`config.mk`:
```
export PLATFORM = sky130hd
export DESIGN_NAME = lgd_fifo
export DESIGN_NICKNAME = d
export VERILOG_FILES = /design/src/hw/rtl/lgd_fifo.sv
export SDC_FILE = /design/constraint.sdc
export NUM_CORES = 1
export LEC_CHECK = 0
export ABC_CLOCK_PERIOD_IN_PS = 1600
export BUFFER_PORTS_ARGS = -buffer_cell sky130_fd_sc_hd__buf_2
export CAP_MARGIN = 15
export CORE_MARGIN = 3
export CORE_UTILIZATION = 34
export DETAILED_ROUTE_END_ITERATION = 16
export SLEW_MARGIN = 20
export SYNTH_ARGS = -nofsm -noshare
export SYNTH_HDL_FRONTEND = slang
export SYNTH_SLANG_ARGS = --single-unit
```
`constraint.sdc`:
```
create_clock -name clk_i -period 1.6 [get_ports clk_i]
set_input_delay 0.08 -clock clk_i [delete_from_list [all_inputs] [get_ports clk_i]]
set_output_delay 0.08 -clock clk_i [all_outputs]
set_load 0.005 [all_outputs]
```
`src/hw/rtl/lgd_fifo.sv`:
```
module lgd_fifo #(
  parameter int unsigned Width = 8,
  parameter int unsigned Depth = 2
) (
  input  logic                         clk_i,
  input  logic                         rst_ni,
  input  logic                         push_i,
  input  logic [Width-1:0]             data_i,
  output logic                         full_o,
  input  logic                         pop_i,
  output logic [Width-1:0]             data_o,
  output logic                         empty_o,
  output logic [$clog2(Depth+1)-1:0]   count_o
);

  localparam int unsigned AddrW = (Depth > 1) ? $clog2(Depth) : 1;
  localparam int unsigned CntW  = $clog2(Depth + 1);
  localparam logic [AddrW-1:0] LastPtr = AddrW'(Depth - 1);
  localparam logic [CntW-1:0]  DepthC  = CntW'(Depth);

  logic [Width-1:0] mem_q [Depth];
  logic [AddrW-1:0] wr_ptr_q, wr_ptr_d, rd_ptr_q, rd_ptr_d;
  logic [CntW-1:0]  count_q, count_d;
  logic             do_push, do_pop;

  assign full_o  = (count_q == DepthC);
  assign empty_o = (count_q == '0);
  assign count_o = count_q;
  assign data_o  = mem_q[rd_ptr_q];
  assign do_push = push_i & ~full_o;
  assign do_pop  = pop_i & ~empty_o;

  always_comb begin
    wr_ptr_d = wr_ptr_q;
    rd_ptr_d = rd_ptr_q;
    count_d  = count_q;
    if (do_push) begin
      wr_ptr_d = (wr_ptr_q == LastPtr) ? '0 : wr_ptr_q + 1'b1;
    end
    if (do_pop) begin
      rd_ptr_d = (rd_ptr_q == LastPtr) ? '0 : rd_ptr_q + 1'b1;
    end
    if (do_push && !do_pop) begin
      count_d = count_q + 1'b1;
    end else if (do_pop && !do_push) begin
      count_d = count_q - 1'b1;
    end
  end

  always_ff @(posedge clk_i or negedge rst_ni) begin
    if (!rst_ni) begin
      wr_ptr_q <= '0;
      rd_ptr_q <= '0;
      count_q  <= '0;
    end else begin
      wr_ptr_q <= wr_ptr_d;
      rd_ptr_q <= rd_ptr_d;
      count_q  <= count_d;
    end
  end

  always_ff @(posedge clk_i) begin
    if (do_push) begin
      mem_q[wr_ptr_q] <= data_i;
    end
  end

endmodule

```
==> out/qor.txt <==
worst min path class -> input port to flip-flop
Min Hold Slack -> 81.9 ps
global-route wire length before repair -> 1.90 mm
Placement Setup Slack -> 203 ps
worst-path fanout max -> 9
Post-DP HPWL -> 909 um
GR Layer Usage met2 -> 14.7%
total CTS buffers -> 3
total track usage -> 9.63%
Synth Cell Area -> 782 um^2
Slew Limit Fails -> 0
Required @ worst endpoint -> 1520 ps
met3 Usage GRT -> 1.66%
slowest stage delay, CP -> 590 ps
Vias/cell -> 4.20
drt wl/cell -> 11.5 um
cell breakdown of the critical path -> mux2_2 -> buf_2
DP Area -> 948 um^2
status -> complete, no violations
PwrDens -> 1540 mW/mm^2
router iterations before antenna repair -> 1
commonest non-fill, non-tap cells in the layout -> 23 x buf_2, 16 x edfxtp_1, 9 x dlygate4sd3_1
Worst slew margin -> 73.5%
vias in the first global route -> 439
largest net degree at the start of global routing -> 12
Crit path buffers/inverters -> 1
number of nets in the layout -> 96
synth warn -> 0
setup TNS -> 0 ps
die span in y -> 54.0 um
input/output buffers -> 23
grt met1 use -> 11.3%
Worst-path clk slew -> 90 ps
initial drt markers -> 0
Synth area leader -> edfxtp_1
fin crit share -> 91.0%
synthesized flop and latch total -> 20
Final Critical Period -> 1460 ps
# IOs -> 24
Detailed Route WL -> 1.26 mm
Crit path arrival time -> 1380 ps
Critical-path top delay cell -> dfrtp_1
commonest non-fill, non-tap cell in the layout -> buf_2
CP endpoint kind -> primary output
fmax -> 687 MHz
via count -> 458
H-tree levels -> 1
CTS root buffer -> clkbuf_4
clk sinks -> 20
antenna violations before repair -> 0
Setup crit start kind -> flip-flop
count of cell types in the netlist -> 15
max-cap viol count -> 0
syn avg cell area -> 17.8 um^2
skew final -> 4.15 ps
Die ar. -> 0.00291 mm^2
RSZ-0062 raised after global routing -> false
final setup margin -> 144 ps
total power -> 1.64 mW
clock latency on the worst-skew pair -> 280 ps
Worst Tran Pin Value -> 397 ps
Final Cell Area -> 0.00106 mm^2
Clock Path Buffers -> 2
Fillers -> 185
chip width -> 54.0 um
ranking of synthesized cells by area -> edfxtp_1 61%, dfrtp_1 13%, mux2_1 8.6%
Final ANT Viol Nets -> 0
final setup violation count -> 0
total gr overflow -> 0
FP Rows -> 16
layout cells sized above 1 -> 40.2%
GP Congestion -> 0.685
CTS tree -> yes
final hold violation count -> 0
Post-Synthesis Cells -> 44
sequential-to-total area share from yosys stat -> 74.2%
diode count -> 0
area delta synth->final -> 36.2%
crit-path leading delay family -> flip-flops
critical path type -> flip-flop to primary output
Initial Util -> 37.9%
postcts setup bufs -> 0
VDD IR max -> 0.820 mV
LEAKAGE -> 0.450 nW
Syn Nets -> 57
DRC violations left -> 0
Yosys top cell area share -> 61.4%
GR peak layer -> met2
Core Area -> 0.00206 mm^2
-- where the power goes --
part | internal (mW) | switching, mW | leakage [nW]
Sequential | 0.726 | 0.110 | 0.195
Clock | 0.0966 | 0.129 | 0.0150
Combinational | 0.332 | 0.243 | 0.240
Total | 1.16 | 0.481 | 0.450
-- repair_timing --
| action | 4_1_cts | 5_1_grt |
|---|---|---|
| resized for setup | 0 | 0 |
| hold buffers | 9 | 0 |
| hold endpoints to repair | 20 | 0 |
-- cell usage after synthesis --
| cell type | n |
|---|---|
| and3_1 | 1 |
| inv_1 | 2 |
| xor2_1 | 2 |
| mux2_1 | 6 |
| ha_1 | 1 |
| mux2_2 | 2 |
| xnor2_1 | 2 |
| edfxtp_1 | 16 |
| nor2_1 | 3 |
| nand2b_1 | 1 |
| buf_2 | 1 |
| dfrtp_1 | 4 |
| nand2_2 | 1 |
| o21ai_1 | 1 |
| xnor2_2 | 1 |
-- cells by family after synthesis --
| logic type | after synthesis | share of synthesized area, % |
|---|---|---|
| flip-flops | 20 | 74.2 |
| multiplexers | 8 | 11.5 |
| buffers and inverters | 3 | 1.60 |
| AO/OA/AOI/OAI | 1 | 0.639 |
| AND/OR/NAND/NOR | 6 | 3.84 |
| XOR/XNOR | 5 | 6.56 |
| adder cells (fa/ha/maj) | 1 | 1.60 |
-- routing by layer --
layer	wire, um	share of wire (%)	vias up
met4	34	2.7	0
met5	0	0	-
met1	549	44	208
met2	585	47	15
li1	-	-	233
met3	88	7.0	2
-- registers in the layout (all words and copies together) (netlist names) --
register and count:
mem_q 16, rd_ptr_q 1, wr_ptr_q 1, count_o 2
-- worst min-delay path: stages --
cell	delay, ps
buf_2	110
nand2_2	80
xnor2_2	60
-- worst paths after layout --
check	from	end	slack (ps)	depth (start not counted)
max	rd_ptr_q	data_o[2]	140	2
min	push_i	wr_ptr_q	80	3
max reg2reg	count_o[0]	count_o[1]	180	7
min reg2reg	wr_ptr_q	wr_ptr_q	530	1
max in group asynchronous	rst_ni	count_o[0]	1360	2
min in group asynchronous	rst_ni	wr_ptr_q	130	2
-- area by class of cell --
| class | instances | area (um^2) | area share, % |
|---|---|---|---|
| flip-flops and latches | 20 | 581 | 54.5 |
| repair buffers | 35 | 228 | 21.4 |
| multi-input cells | 21 | 189 | 17.7 |
| well taps | 27 | 33.8 | 3.17 |
| clock buffers | 4 | 26.3 | 2.47 |
| inverters | 2 | 7.51 | 0.705 |
-- stage by stage --
stage | std cells | util (%)
6_report | 109 | 51.6
3_5_place_dp | 96 | 46.0
2_1_floorplan | 44 | -
3_3_place_gp | 96 | 46.0
5_1_grt | 109 | 51.6
4_1_cts | 109 | 51.6
No activity file was read; power rests on OpenSTA's default activity.
