### config.mk
export PLATFORM = sky130hd
export DESIGN_NAME = lgd_front
export DESIGN_NICKNAME = d
export VERILOG_FILES = /design/src/hw/rtl/lgd_pkg.sv /design/src/hw/rtl/lgd_front.sv
export SDC_FILE = /design/constraint.sdc
export NUM_CORES = 1
export LEC_CHECK = 0
export BUFFER_PORTS_ARGS = -buffer_cell sky130_fd_sc_hd__buf_2
export CORE_ASPECT_RATIO = 1.4
export CORE_MARGIN = 3
export CORE_UTILIZATION = 43
export CTS_CLUSTER_SIZE = 30
export DETAILED_ROUTE_END_ITERATION = 16
export PLACE_DENSITY = 0.8
export SLEW_MARGIN = 10
export SYNTH_ARGS = -nofsm -noshare
export SYNTH_HDL_FRONTEND = slang
export SYNTH_SLANG_ARGS = --single-unit
### constraint.sdc
create_clock -name clk_i -period 2.6 [get_ports clk_i]
set_input_delay 0.13 -clock clk_i [delete_from_list [all_inputs] [get_ports clk_i]]
set_output_delay 0.13 -clock clk_i [all_outputs]
set_load 0.02 [all_outputs]
### src/hw/rtl/lgd_pkg.sv
package lgd_pkg;

  localparam int unsigned NUM_BYTES_DEF = 128;
  localparam int unsigned CMD_DEPTH     = 2;
  localparam int unsigned OUT_DEPTH     = 2;

  localparam logic [7:0]  FRAME_BYTES_RESET = 8'd90;
  localparam logic [11:0] GAMMA_MAX         = 12'd3840;
  localparam logic [7:0]  RESIDUE_STEP      = 8'd157;
  localparam logic [23:0] SYMBOL_BASE       = 24'h924924;

  typedef enum logic {
    MODE_PIXEL = 1'b0,
    MODE_GAMMA = 1'b1
  } mode_e;

  // one queued item, byte position travels beside it
  typedef struct packed {
    mode_e       mode;
    logic [7:0]  pixel;
    logic [11:0] entry;
    logic        last;
  } cmd_t;

  typedef struct packed {
    logic [23:0] waveform;
    logic [3:0]  level;
    logic        frame_end;
  } res_t;

  typedef struct packed {
    logic clearing;
  } status_t;

  // one 1,bit,0 symbol per level bit; the upper four bits of the byte are zero
  function automatic logic [23:0] expand_level(logic [3:0] lvl);
    logic [23:0] w;
    w = SYMBOL_BASE;
    for (int k = 0; k < 4; k++) begin
      w[3*k+1] = lvl[k];
    end
    return w;
  endfunction

endpackage

### src/hw/rtl/lgd_front.sv
module lgd_front #(
  parameter int unsigned NUM_BYTES = 128
) (
  input  logic                       clk_i,
  input  logic                       rst_ni,
  input  logic                       cfg_valid_i,
  output logic                       cfg_ready_o,
  input  logic [7:0]                 cfg_frame_bytes_i,
  input  logic                       push_i,
  output logic                       full_o,
  input  logic                       mode_i,
  input  logic [7:0]                 pixel_value_i,
  input  logic [11:0]                gamma_entry_i,
  input  lgd_pkg::status_t           status_i,
  input  logic                       cmd_full_i,
  output logic                       cmd_push_o,
  output lgd_pkg::cmd_t              cmd_o,
  output logic [((NUM_BYTES > 1) ? $clog2(NUM_BYTES) : 1)-1:0] cmd_pos_o
);

  import lgd_pkg::*;

  localparam int unsigned PosW = (NUM_BYTES > 1) ? $clog2(NUM_BYTES) : 1;
  localparam int unsigned LenW = $clog2(NUM_BYTES + 1);
  localparam int unsigned CmpW = (LenW > 8) ? LenW : 8;
  localparam logic [CmpW-1:0] NumBytesC = CmpW'(NUM_BYTES);

  logic [7:0]      frame_bytes_q;
  logic [PosW-1:0] pos_q, pos_d;
  logic [CmpW-1:0] len, fb_ext, pos_inc;
  logic            last, accept;

  assign cfg_ready_o = 1'b1;
  assign full_o      = cmd_full_i | status_i.clearing;
  assign accept      = push_i & ~full_o;
  assign cmd_push_o  = accept;

  always_comb begin
    // clamp the frame length to 1..NUM_BYTES
    fb_ext = CmpW'(frame_bytes_q);
    if (fb_ext == '0) begin
      len = CmpW'(1);
    end else if (fb_ext > NumBytesC) begin
      len = NumBytesC;
    end else begin
      len = fb_ext;
    end
    pos_inc = CmpW'(pos_q) + CmpW'(1);
    last    = (pos_inc >= len);

    pos_d = pos_q;
    if (accept && mode_e'(mode_i) == MODE_PIXEL) begin
      pos_d = last ? '0 : PosW'(pos_inc);
    end

    cmd_o.mode  = mode_e'(mode_i);
    cmd_o.pixel = pixel_value_i;
    cmd_o.entry = (gamma_entry_i > GAMMA_MAX) ? GAMMA_MAX : gamma_entry_i;
    cmd_o.last  = last;
    cmd_pos_o   = pos_q;
  end

  always_ff @(posedge clk_i or negedge rst_ni) begin
    if (!rst_ni) begin
      frame_bytes_q <= FRAME_BYTES_RESET;
      pos_q         <= '0;
    end else begin
      if (cfg_valid_i && cfg_ready_o) begin
        frame_bytes_q <= cfg_frame_bytes_i;
      end
      pos_q <= pos_d;
    end
  end

endmodule

==> flow_metrics.py, run 1 <==
metrics = {
    "detailed_routing": {
        "drt-initial-drc-count": 26,
        "finalWirelength_mm": 2.577,
        "drc": 0,
        "first_pass_iters": 4,
        "vias": 997,
        "antenna_left": 0,
        "vias_per_cell": 5.247,
        "wl_per_cell_um": 13.56,
    },
    "sta": {
        "period_needed_ps": 2492,
        "fin_skew_ps": 1.958,
        "drv_slew": 0,
        "fmax_ghz": 0.4012,
        "worst_slack_ps": 107.6,
        "fin_crit_sh_pct": 95.86,
        "finalHoldViolCount": 0,
        "relSlewSlack_pct": 56.66,
        "setup_tns_ps": 0,
        "setup_violations": 0,
        "tightest_slew_ps": 645.2,
        "whs_ps": 49.66,
    },
    "synth": {
        "synthMuxAreaShare_pct": 8.191,
        "synthAdderAreaFrac_pct": 10.24,
        "synth-warning-count": 0,
        "synth_compound_area_share_pct": 12.40,
        "synth_top_family_by_area": "simple AND/OR/NAND/NOR gates",
        "synth_edf_count": 0,
        "synth_area_leaders": "dfrtp_1 (25%), ha_1 (10%), dfstp_2 (9.6%)",
        "ys_top_cells_by_count": "nand2_1 (17), buf_4 (11), dfrtp_1 (11), ha_1 (9)",
        "async_flop_share_pct": 100.0,
        "synth_cells": 118,
        "synthFlopType": "dfrtp_1",
        "synth_largest_area_cell": "dfrtp_1",
        "syn-cell-area_mm2": 0.001100,
        "synth_top_area_share_pct": 25.03,
        "synth_cell_type_count": 32,
        "avgSynthCellArea_um2": 9.320,
        "synth_seq_cells": 15,
        "synth_seq_area_share_pct": 34.58,
        "synthXorXnorAreaFrac_pct": 3.982,
        "yosysMostFrequentCell": "nand2_1",
        "synthesis.nets": 162,
        "yosys.area_share.simple_pct": 20.02,
    },
    "place": {
        "port-buffer-count": 49,
        "hpwl_mm": 2.072,
        "finalWeightedCongestion": 0.8270,
        "numPlacedInstances": 184,
        "dpl_cell_area_mm2": 0.001282,
        "dp_slack_ps": 141.0,
    },
    "cts": {
        "insertion_delay_ps": 290,
        "cts.htree.levels": 1,
        "cts_tree": "done",
        "clockBufferDepth": 2,
        "cts.reportedPaths.clkPinSlew_ps": 90,
        "clkSinkCount": 15,
        "cts_root_buf": "clkbuf_4",
        "numCtsBuffers": 3,
    },
    "setup_path": {
        "r2r_cells": 9,
        "worstPathRequired_ps": 2470,
        "critPathKind": "reg -> out",
        "cp-end-kind": "output port",
        "path_max_fanout": 8,
        "rrSetupSlack_ps": 300,
        "start_kind": "flop",
        "arrival_ps": 2360,
    },
    "power": {
        "peakVddDrop_v": 0.0004329,
        "powerDensity_mw_per_mm2": 621.6,
        "p_leak_nw": 0.6709,
        "power_mw": 0.8416,
    },
    "global_route": {
        "busiest_layer": "met2",
        "first_global_vias": 1031,
        "antenna_found_initial": 0,
        "grtUsageTotal_pct": 16.84,
        "grt_overflow_total": 0,
        "grt_use_met3_pct": 3.386,
        "grt_pass1_wl_mm": 4.264,
        "met1_usage_pct": 15.69,
        "use_met2_pct": 31.97,
        "grt_max_degree": 16,
    },
    "die": {
        "initial_core_util_pct": 45.50,
        "die_area_mm2": 0.003209,
        "die_h_um": 65.84,
        "ios": 67,
        "die_w_um": 48.74,
        "row_count": 21,
        "core_mm2": 0.002417,
    },
    "cells_and_area": {
        "fin_nets": 201,
        "final_core_util_pct": 56.00,
        "diodes": 0,
        "postLayoutCellArea_mm2": 0.001354,
        "final_cells": 190,
        "syn_to_final_growth_pct": 23.09,
        "drive_gt1_share_pct": 48.72,
    },
    "job": {
        "maxCapViolCount": 0,
    },
    "outcome": {
        "outcome": "completed",
    },
    "min_path": {
        "holdPathStages": 3,
        "hold_class": "in -> reg",
    },
}
-- cells in the final DEF, fill, tap and decap left out, types with 2 or more instances in the layout --
master,netlist,final
buf_2,0,49
ha_1,9,8
nor2_2,1,2
and2_1,8,8
clkbuf_4,0,3
nand3_1,3,3
o21a_1,2,2
o21ai_0,7,7
nor2_1,6,5
dfrtp_2,0,2
mux2_2,8,8
xor2_1,3,3
dfstp_2,4,4
nand4_1,2,2
nor3_1,2,2
xnor2_1,2,2
nand2_1,17,17
dfrtp_1,11,9
-- what timing repair did --
| item | CTS | global route |
|---|---|---|
| hold buffers | 1 | 0 |
| pin swaps | 0 | 1 |
| hold endpoints to repair | 11 | 0 |
| setup buffers | 0 | 1 |
| gates resized for setup | 2 | 5 |
| cloned | 0 | 0 |
| setup endpoints to repair | 1 | 1 |
-- power by group --
group / leakage [nW] / internal (mW) / switching, mW
Clock: 0.0150 / 0.0598 / 0.0777
Sequential: 0.180 / 0.272 / 0.0456
Combinational: 0.475 / 0.177 / 0.210
-- path summary, 6_finish.rpt --
path	endpoint	start
min in group asynchronous	fb_ext[0]$_DFFE_PN0P_	rst_ni
setup reg to reg	cmd_pos_o[0]$_DFFE_PN0P_	cmd_pos_o[2]$_DFFE_PN0P_
hold / removal	fb_ext[7]$_DFFE_PN0P_	cfg_frame_bytes_i[7]
hold reg to reg	fb_ext[0]$_DFFE_PN0P_	fb_ext[0]$_DFFE_PN0P_
max in group asynchronous	fb_ext[6]$_DFFE_PN1P_	rst_ni
setup / recovery	cmd_o[0]	cmd_pos_o[2]$_DFFE_PN0P_
-- sequential cells by signal, indices dropped and copies added, names as in the netlist --
signal and flops:
cmd_pos_o 7, fb_ext 8
-- metal layers --
metal | wire, um | up-vias
li1 | - | 463
met4 | 97 | 0
met5 | 0 | -
met1 | 891 | 450
met2 | 1306 | 73
met3 | 282 | 11
-- area by class of cell --
class	count	area (um^2)
fillers	224	1064
multi-input cells	84	631.9
flip-flops and latches	15	382.9
repair buffers	51	262.8
well taps	34	42.54
clock buffers	4	26.28
inverters	2	7.507
-- kinds of logic after synthesis --
group	after synthesis
AO/OA/AOI/OAI	16
buffers and inverters	19
AND/OR/NAND/NOR	45
flip-flops	15
adder cells (fa/ha/maj)	9
multiplexers	8
other	1
XOR/XNOR	5
-- worst max-delay path, cell delays in order (launching register included) --
cell and delay (ps):
dfrtp_1 500, nand2_1 120, nor2_1 210, xor2_1 190, ha_1 270, a211o_1 280, a21oi_2 170, o31ai_4 130
buf_2 190
(Power assumes the default switching activity.)
==> run 2: changes to the inputs <==
Settings changed: ABC_AREA set to 1, CORE_UTILIZATION 43 to 44, PLACE_DENSITY 0.8 to 0.79.
==> run 2 against run 1 <==
Non-clock buffer count decreased by 1. Register-to-register slack improved by 300 ps. Wire length decreased by 0.16%. Clock power about the same. Global-route usage decreased by 0.61 points. Via count increased by 19%. Hold slack improved by 3.8 ps. Synthesized area increased by 10%. Largest cell class unchanged.
==> flow_metrics.py, run 2 <==
metrics = {
    "setup_path": {
        "max_stage_delay_ps": 470,
        "r2r-start": "cmd_pos_o[0]$_DFFE_PN0P_",
        "r2r_cells": 9,
        "worstPathRequired_ps": 2470,
        "cp_slowest_cell": "dfrtp_2",
        "cp-end-kind": "output port",
        "critPathKind": "reg -> out",
        "worst_path_most_repeated_cell": "nand2_1",
        "start_kind": "flop",
        "r2r-end": "cmd_pos_o[6]$_DFFE_PN0P_",
        "rrSetupSlack_ps": 600,
        "path_max_fanout": 8,
        "critical_path.startpoint": "cmd_pos_o[0]$_DFFE_PN0P_",
        "endpoint": "cmd_o[0]",
        "arrival_ps": 2240,
        "path_cells": "ha_1, nand3_1, xor2_1, inv_1, ha_1, nand2_1, nor2_1, nand2_1, nand2_1, buf_2",
    },
    "cells_and_area": {
        "postLayoutCellArea_mm2": 0.001446,
        "fin_nets": 260,
        "diodes": 0,
        "drive_gt1_share_pct": 28.37,
        "syn_to_final_growth_pct": 19.42,
        "fillers": 250,
        "final_cells": 249,
        "register_area_um2": 381.6,
        "multi_input_area_um2": 605.6,
        "mostFrequentLayoutCells": "buf_2 (49), nand2_1 (47), inv_1 (36), nor2_1 (15), dfrtp_1 (10)",
        "largest_reg_flops": 8,
        "final_common_cell": "buf_2",
    },
    "power": {
        "p_leak_nw": 0.9020,
        "powerDensity_mw_per_mm2": 525.4,
        "peakVddDrop_v": 0.0002493,
    },
    "place": {
        "port-buffer-count": 49,
        "hpwl_mm": 2.139,
        "dp_slack_ps": 331.8,
        "finalWeightedCongestion": 0.8116,
        "dpl_cell_area_mm2": 0.001398,
        "numPlacedInstances": 244,
    },
    "die": {
        "die_w_um": 50.34,
        "initial_core_util_pct": 48.52,
        "core_mm2": 0.002496,
        "ios": 67,
        "die_h_um": 68.08,
        "row_count": 21,
        "die_area_mm2": 0.003427,
    },
    "detailed_routing": {
        "drc": 0,
        "drt-initial-drc-count": 19,
        "first_pass_iters": 4,
        "finalWirelength_mm": 2.573,
        "antenna_left": 0,
        "vias_per_cell": 4.779,
        "vias": 1190,
        "wl_per_cell_um": 10.33,
    },
    "sta": {
        "setup_tns_ps": 0,
        "period_needed_ps": 2373,
        "fmax_ghz": 0.4215,
        "finalHoldViolCount": 0,
        "drv_slew": 0,
        "rsz0062_at_grt": "false",
        "worst_slack_ps": 227.3,
        "fin_skew_ps": 4.769,
        "fin_crit_sh_pct": 91.26,
        "setup_violations": 0,
    },
    "synth": {
        "async_flop_share_pct": 100.0,
        "synthMuxAreaShare_pct": 0,
        "synthFlopType": "dfrtp_1",
        "synth_largest_area_cell": "dfrtp_1",
        "yosys.area_share.simple_pct": 27.79,
        "synthAdderAreaFrac_pct": 9.298,
        "synth_edf_count": 0,
        "synth-warning-count": 0,
        "synth_seq_cells": 15,
        "synth_seq_area_share_pct": 31.40,
        "ys_top_cells_by_count": "nand2_1 (47), inv_1 (36), nor2_1 (15), buf_4 (11), dfrtp_1 (11)",
        "synth_top_family_by_area": "simple AND/OR/NAND/NOR gates",
        "synth_top_area_share_pct": 22.73,
        "syn-cell-area_mm2": 0.001211,
        "yosysMostFrequentCell": "nand2_1",
        "synth_area_leaders": "dfrtp_1 (23%), nand2_1 (15%), inv_1 (11%)",
        "avgSynthCellArea_um2": 6.843,
        "synthesis.nets": 221,
        "synth_cells": 177,
        "synth_cell_type_count": 21,
        "synthXorXnorAreaFrac_pct": 2.169,
        "synth_compound_area_share_pct": 9.504,
    },
    "cts": {
        "cts_setup_buffers": 0,
        "cts.htree.levels": 1,
        "numCtsBuffers": 3,
        "clkSinkCount": 15,
        "cts_tree": "done",
        "cts_root_buf": "clkbuf_4",
        "clockBufferDepth": 2,
        "cts.reportedPaths.clkPinSlew_ps": 90,
        "insertion_delay_ps": 280,
    },
    "global_route": {
        "grt_overflow_total": 0,
        "antenna_found_initial": 0,
        "grt_max_degree": 17,
        "first_global_vias": 1094,
        "grtUsageTotal_pct": 16.22,
        "grt_pass1_wl_mm": 4.298,
    },
    "job": {
        "maxCapViolCount": 0,
    },
    "min_path": {
        "hold_class": "in -> reg",
    },
    "outcome": {
        "outcome": "completed",
    },
}
## run 2: changes by cell type after synthesis, moves of 6 or more
cell	previous run	this run
and2_1	8	0
o21bai_1	0	6
inv_1	1	36
nor2_1	6	15
nand2_1	17	47
mux2_2	8	0
## run 2: cells by family after synthesis
logic type	count (synthesis)
AO/OA/AOI/OAI	19
XOR/XNOR	3
adder cells (fa/ha/maj)	9
buffers and inverters	52
flip-flops	15
other	1
AND/OR/NAND/NOR	78
## run 2: worst min-delay path by stage
stage                                    end  slack [ps]                 start  cells after the start
global placement    cmd_pos_o[2]$_DFFE_PN0P_          50                rst_ni                      1
finish                 fb_ext[7]$_DFFE_PN0P_          50  cfg_frame_bytes_i[7]                      3
global route           fb_ext[3]$_DFFE_PN1P_          50  cfg_frame_bytes_i[3]                      3
detailed placement  cmd_pos_o[2]$_DFFE_PN0P_          50                rst_ni                      1
CTS                    fb_ext[3]$_DFFE_PN1P_          50  cfg_frame_bytes_i[3]                      3
floorplan           cmd_pos_o[0]$_DFFE_PN0P_        -170                rst_ni                      0
## run 2: power breakdown
group	internal [mW]	switching, mW	total, mW
combinational	0.126	0.192	0.319
clock	0.0596	0.0739	0.134
sequential	0.267	0.0404	0.308
total	0.453	0.307	0.760
## run 2: final cells by class
class                   instances  share of cell area, %
clock buffers                   4                  1.817
inverters                      36                  9.343
multi-input cells             110                  41.87
flip-flops and latches         15                  26.38
well taps                      34                  2.941
repair buffers                 50                  17.65
## run 2: metal layers
layer | GRT usage, % | share of wire [%] | vias to the layer above
met5 | 0 | 0 | -
met4 | 7.744 | 2.1 | 0
met3 | 2.179 | 8.1 | 9
met2 | 32.35 | 52 | 55
met1 | 16.31 | 38 | 522
li1 | - | - | 604
## run 2: worst max-delay path, delay by kind of cell (launching register included)
kind          cells  cell delay, ps
buf+inv           2             290
simple gates      5             490
xor+xnor          1             150
fa+ha+maj         2             550
flops             1             470
## run 2: stage by stage
step           hold WS, ps  total power, mW  util, %
2_1_floorplan       -165.6           0.5526        -
3_3_place_gp         46.51           0.6195    55.99
3_5_place_dp         51.45           0.6294    55.99
4_1_cts              46.94           0.7664    57.44
5_1_grt              49.61           0.8242    57.94
6_report             53.46           0.7599    57.94
## run 2: what timing repair did
action,4_1_cts,5_1_grt
hold buffers,1,0
resized for setup,1,3
endpoints found under the hold margin,11,0
endpoints found under the setup margin,1,1
==> run 3: changes to the inputs <==
Settings changed: CORE_MARGIN 3 to 2.
==> run 3 against run 2 <==
Sequential share of layout area down 0.086 points. First-iteration DRC count is 11% higher. Maximum frequency grew 1.3%. Flip-flop and latch count did not move. Die area is 6.8% lower. Final area stayed put. Clock power is essentially flat. Wire length fell by 8.8%. Cell count grew 1.2%. Critical path depth increased by 4. Critical endpoint unchanged. Largest power group unchanged.
==> flow_metrics.py, run 3 (synthesis gave the netlist of run 2 again) <==
metrics = {
    "outcome": {
        "outcome": "completed",
    },
    "sta": {
        "fin_skew_ps": 3.016,
        "drv_slew": 0,
        "worst_slack_ps": 256.9,
        "setup_violations": 0,
        "fin_crit_sh_pct": 90.12,
        "period_needed_ps": 2343,
        "fmax_ghz": 0.4268,
        "rsz0062_at_grt": "false",
        "finalHoldViolCount": 0,
        "setup_tns_ps": 0,
        "whs_ps": 41.20,
    },
    "cts": {
        "clkSinkCount": 15,
        "cts_tree": "done",
        "numCtsBuffers": 3,
        "cts_root_buf": "clkbuf_4",
        "cts_setup_buffers": 0,
        "cts.htree.levels": 1,
        "cts.reportedPaths.clkPinSlew_ps": 90,
        "insertion_delay_ps": 290,
        "clockBufferDepth": 2,
    },
    "die": {
        "die_h_um": 66.08,
        "row_count": 22,
        "ios": 67,
        "initial_core_util_pct": 46.32,
        "die_area_mm2": 0.003194,
        "die_w_um": 48.34,
        "core_mm2": 0.002615,
    },
    "setup_path": {
        "worst-path-buf-inv": 3,
        "cp_slowest_cell": "dfstp_2",
        "path_cells": "inv_1, nand4_1, o21ai_0, buf_4, nand2_1, o31ai_1, ha_1, nand2_1, nand3_1, nand2_1, nand2_1, nand2_1, nand2_2, buf_2",
        "max_stage_delay_ps": 540,
        "worstPathRequired_ps": 2470,
        "path_max_fanout": 7,
        "worst-path-stages": 14,
        "start_kind": "flop",
        "cp-end-kind": "output port",
        "r2r_cells": 14,
        "rrSetupSlack_ps": 640,
        "arrival_ps": 2210,
        "worst_path_most_repeated_cell": "nand2_1",
        "crit_family": "simple AND/OR/NAND/NOR gates",
        "critPathKind": "reg -> out",
    },
    "min_path": {
        "hold_class": "in -> reg",
        "holdPathStages": 3,
    },
    "power": {
        "powerDensity_mw_per_mm2": 522.8,
        "p_leak_nw": 0.9054,
        "peakVddDrop_v": 0.0002084,
        "power_mw": 0.7561,
    },
    "cells_and_area": {
        "drive_gt1_share_pct": 28.24,
        "fin_nets": 261,
        "final_common_cell": "buf_2",
        "final_core_util_pct": 55.31,
        "diodes": 0,
        "mostFrequentLayoutCells": "buf_2 (49), nand2_1 (46), inv_1 (36), nor2_1 (15), dfrtp_1 (11)",
        "fillers": 256,
        "largest_reg_flops": 8,
        "syn_to_final_growth_pct": 19.42,
    },
    "detailed_routing": {
        "wl_per_cell_um": 9.313,
        "drt-initial-drc-count": 21,
        "drc": 0,
        "finalWirelength_mm": 2.347,
        "vias_per_cell": 4.627,
        "first_pass_iters": 4,
        "vias": 1166,
        "antenna_left": 0,
    },
    "global_route": {
        "grt_pass1_wl_mm": 4.243,
        "grt_max_degree": 17,
        "antenna_found_initial": 0,
        "grtUsageTotal_pct": 16.97,
        "first_global_vias": 1088,
        "grt_overflow_total": 0,
    },
    "place": {
        "hpwl_mm": 1.966,
        "finalWeightedCongestion": 0.8700,
        "port-buffer-count": 49,
        "dp_slack_ps": 484.5,
    },
    "job": {
        "maxCapViolCount": 0,
    },
}
run 3: changes by cell type in the layout (fill, tap and decap cells not counted), sizes merged:
cell  before  now
buf       49   50
run 3: where the power goes:
group | total [mW] | leakage [nW] | internal [mW] | switching (mW)
sequential | 0.301 | 0.185 | 0.266 | 0.0353
combinational | 0.318 | 0.705 | 0.127 | 0.191
clock | 0.137 | 0.0150 | 0.0598 | 0.0772
run 3: cell type report:
cell class | instances | area [um^2] | area share (%)
clock buffers | 4 | 26.28 | 1.817
flip-flops and latches | 15 | 380.4 | 26.30
multi-input cells | 110 | 596.8 | 41.26
well taps | 36 | 45.04 | 3.114
inverters | 36 | 135.1 | 9.343
repair buffers | 51 | 262.8 | 18.17
run 3: path summary, 6_finish.rpt:
path | startpoint | end
max | fb_ext[3]$_DFFE_PN1P_ | cmd_o[0]
min | cfg_frame_bytes_i[0] | fb_ext[0]$_DFFE_PN0P_
max reg2reg | fb_ext[3]$_DFFE_PN1P_ | cmd_pos_o[0]$_DFFE_PN0P_
min reg2reg | fb_ext[1]$_DFFE_PN1P_ | fb_ext[1]$_DFFE_PN1P_
max in group asynchronous | rst_ni | fb_ext[3]$_DFFE_PN1P_
min in group asynchronous | rst_ni | cmd_pos_o[6]$_DFFE_PN0P_
run 3: tightest hold or removal path, stage by stage:
cell,delay [ps]
buf_2,80
nand2_1,40
o21ai_0,50
run 3: repair_timing:
action,CTS,global route
hold buffers,1,0
endpoints found under the setup margin,0,1
hold endpoints to repair,11,0
resized for setup,0,1
run 3: metrics by stage:
stage          instance area [um^2]  std cells
3_5_place_dp                   1408        247
2_1_floorplan                  1211        177
5_1_grt                        1446        252
3_3_place_gp                   1408        247
6_report                       1446        252
4_1_cts                        1444        252
run 3: per-layer routing:
metal	global-route usage [%]	vias to the layer above	wire [um]
met5	0	-	0
met4	10.71	0	69
met3	2.262	7	168
met2	32.81	52	1158
met1	17.05	501	951
li1	-	606	-
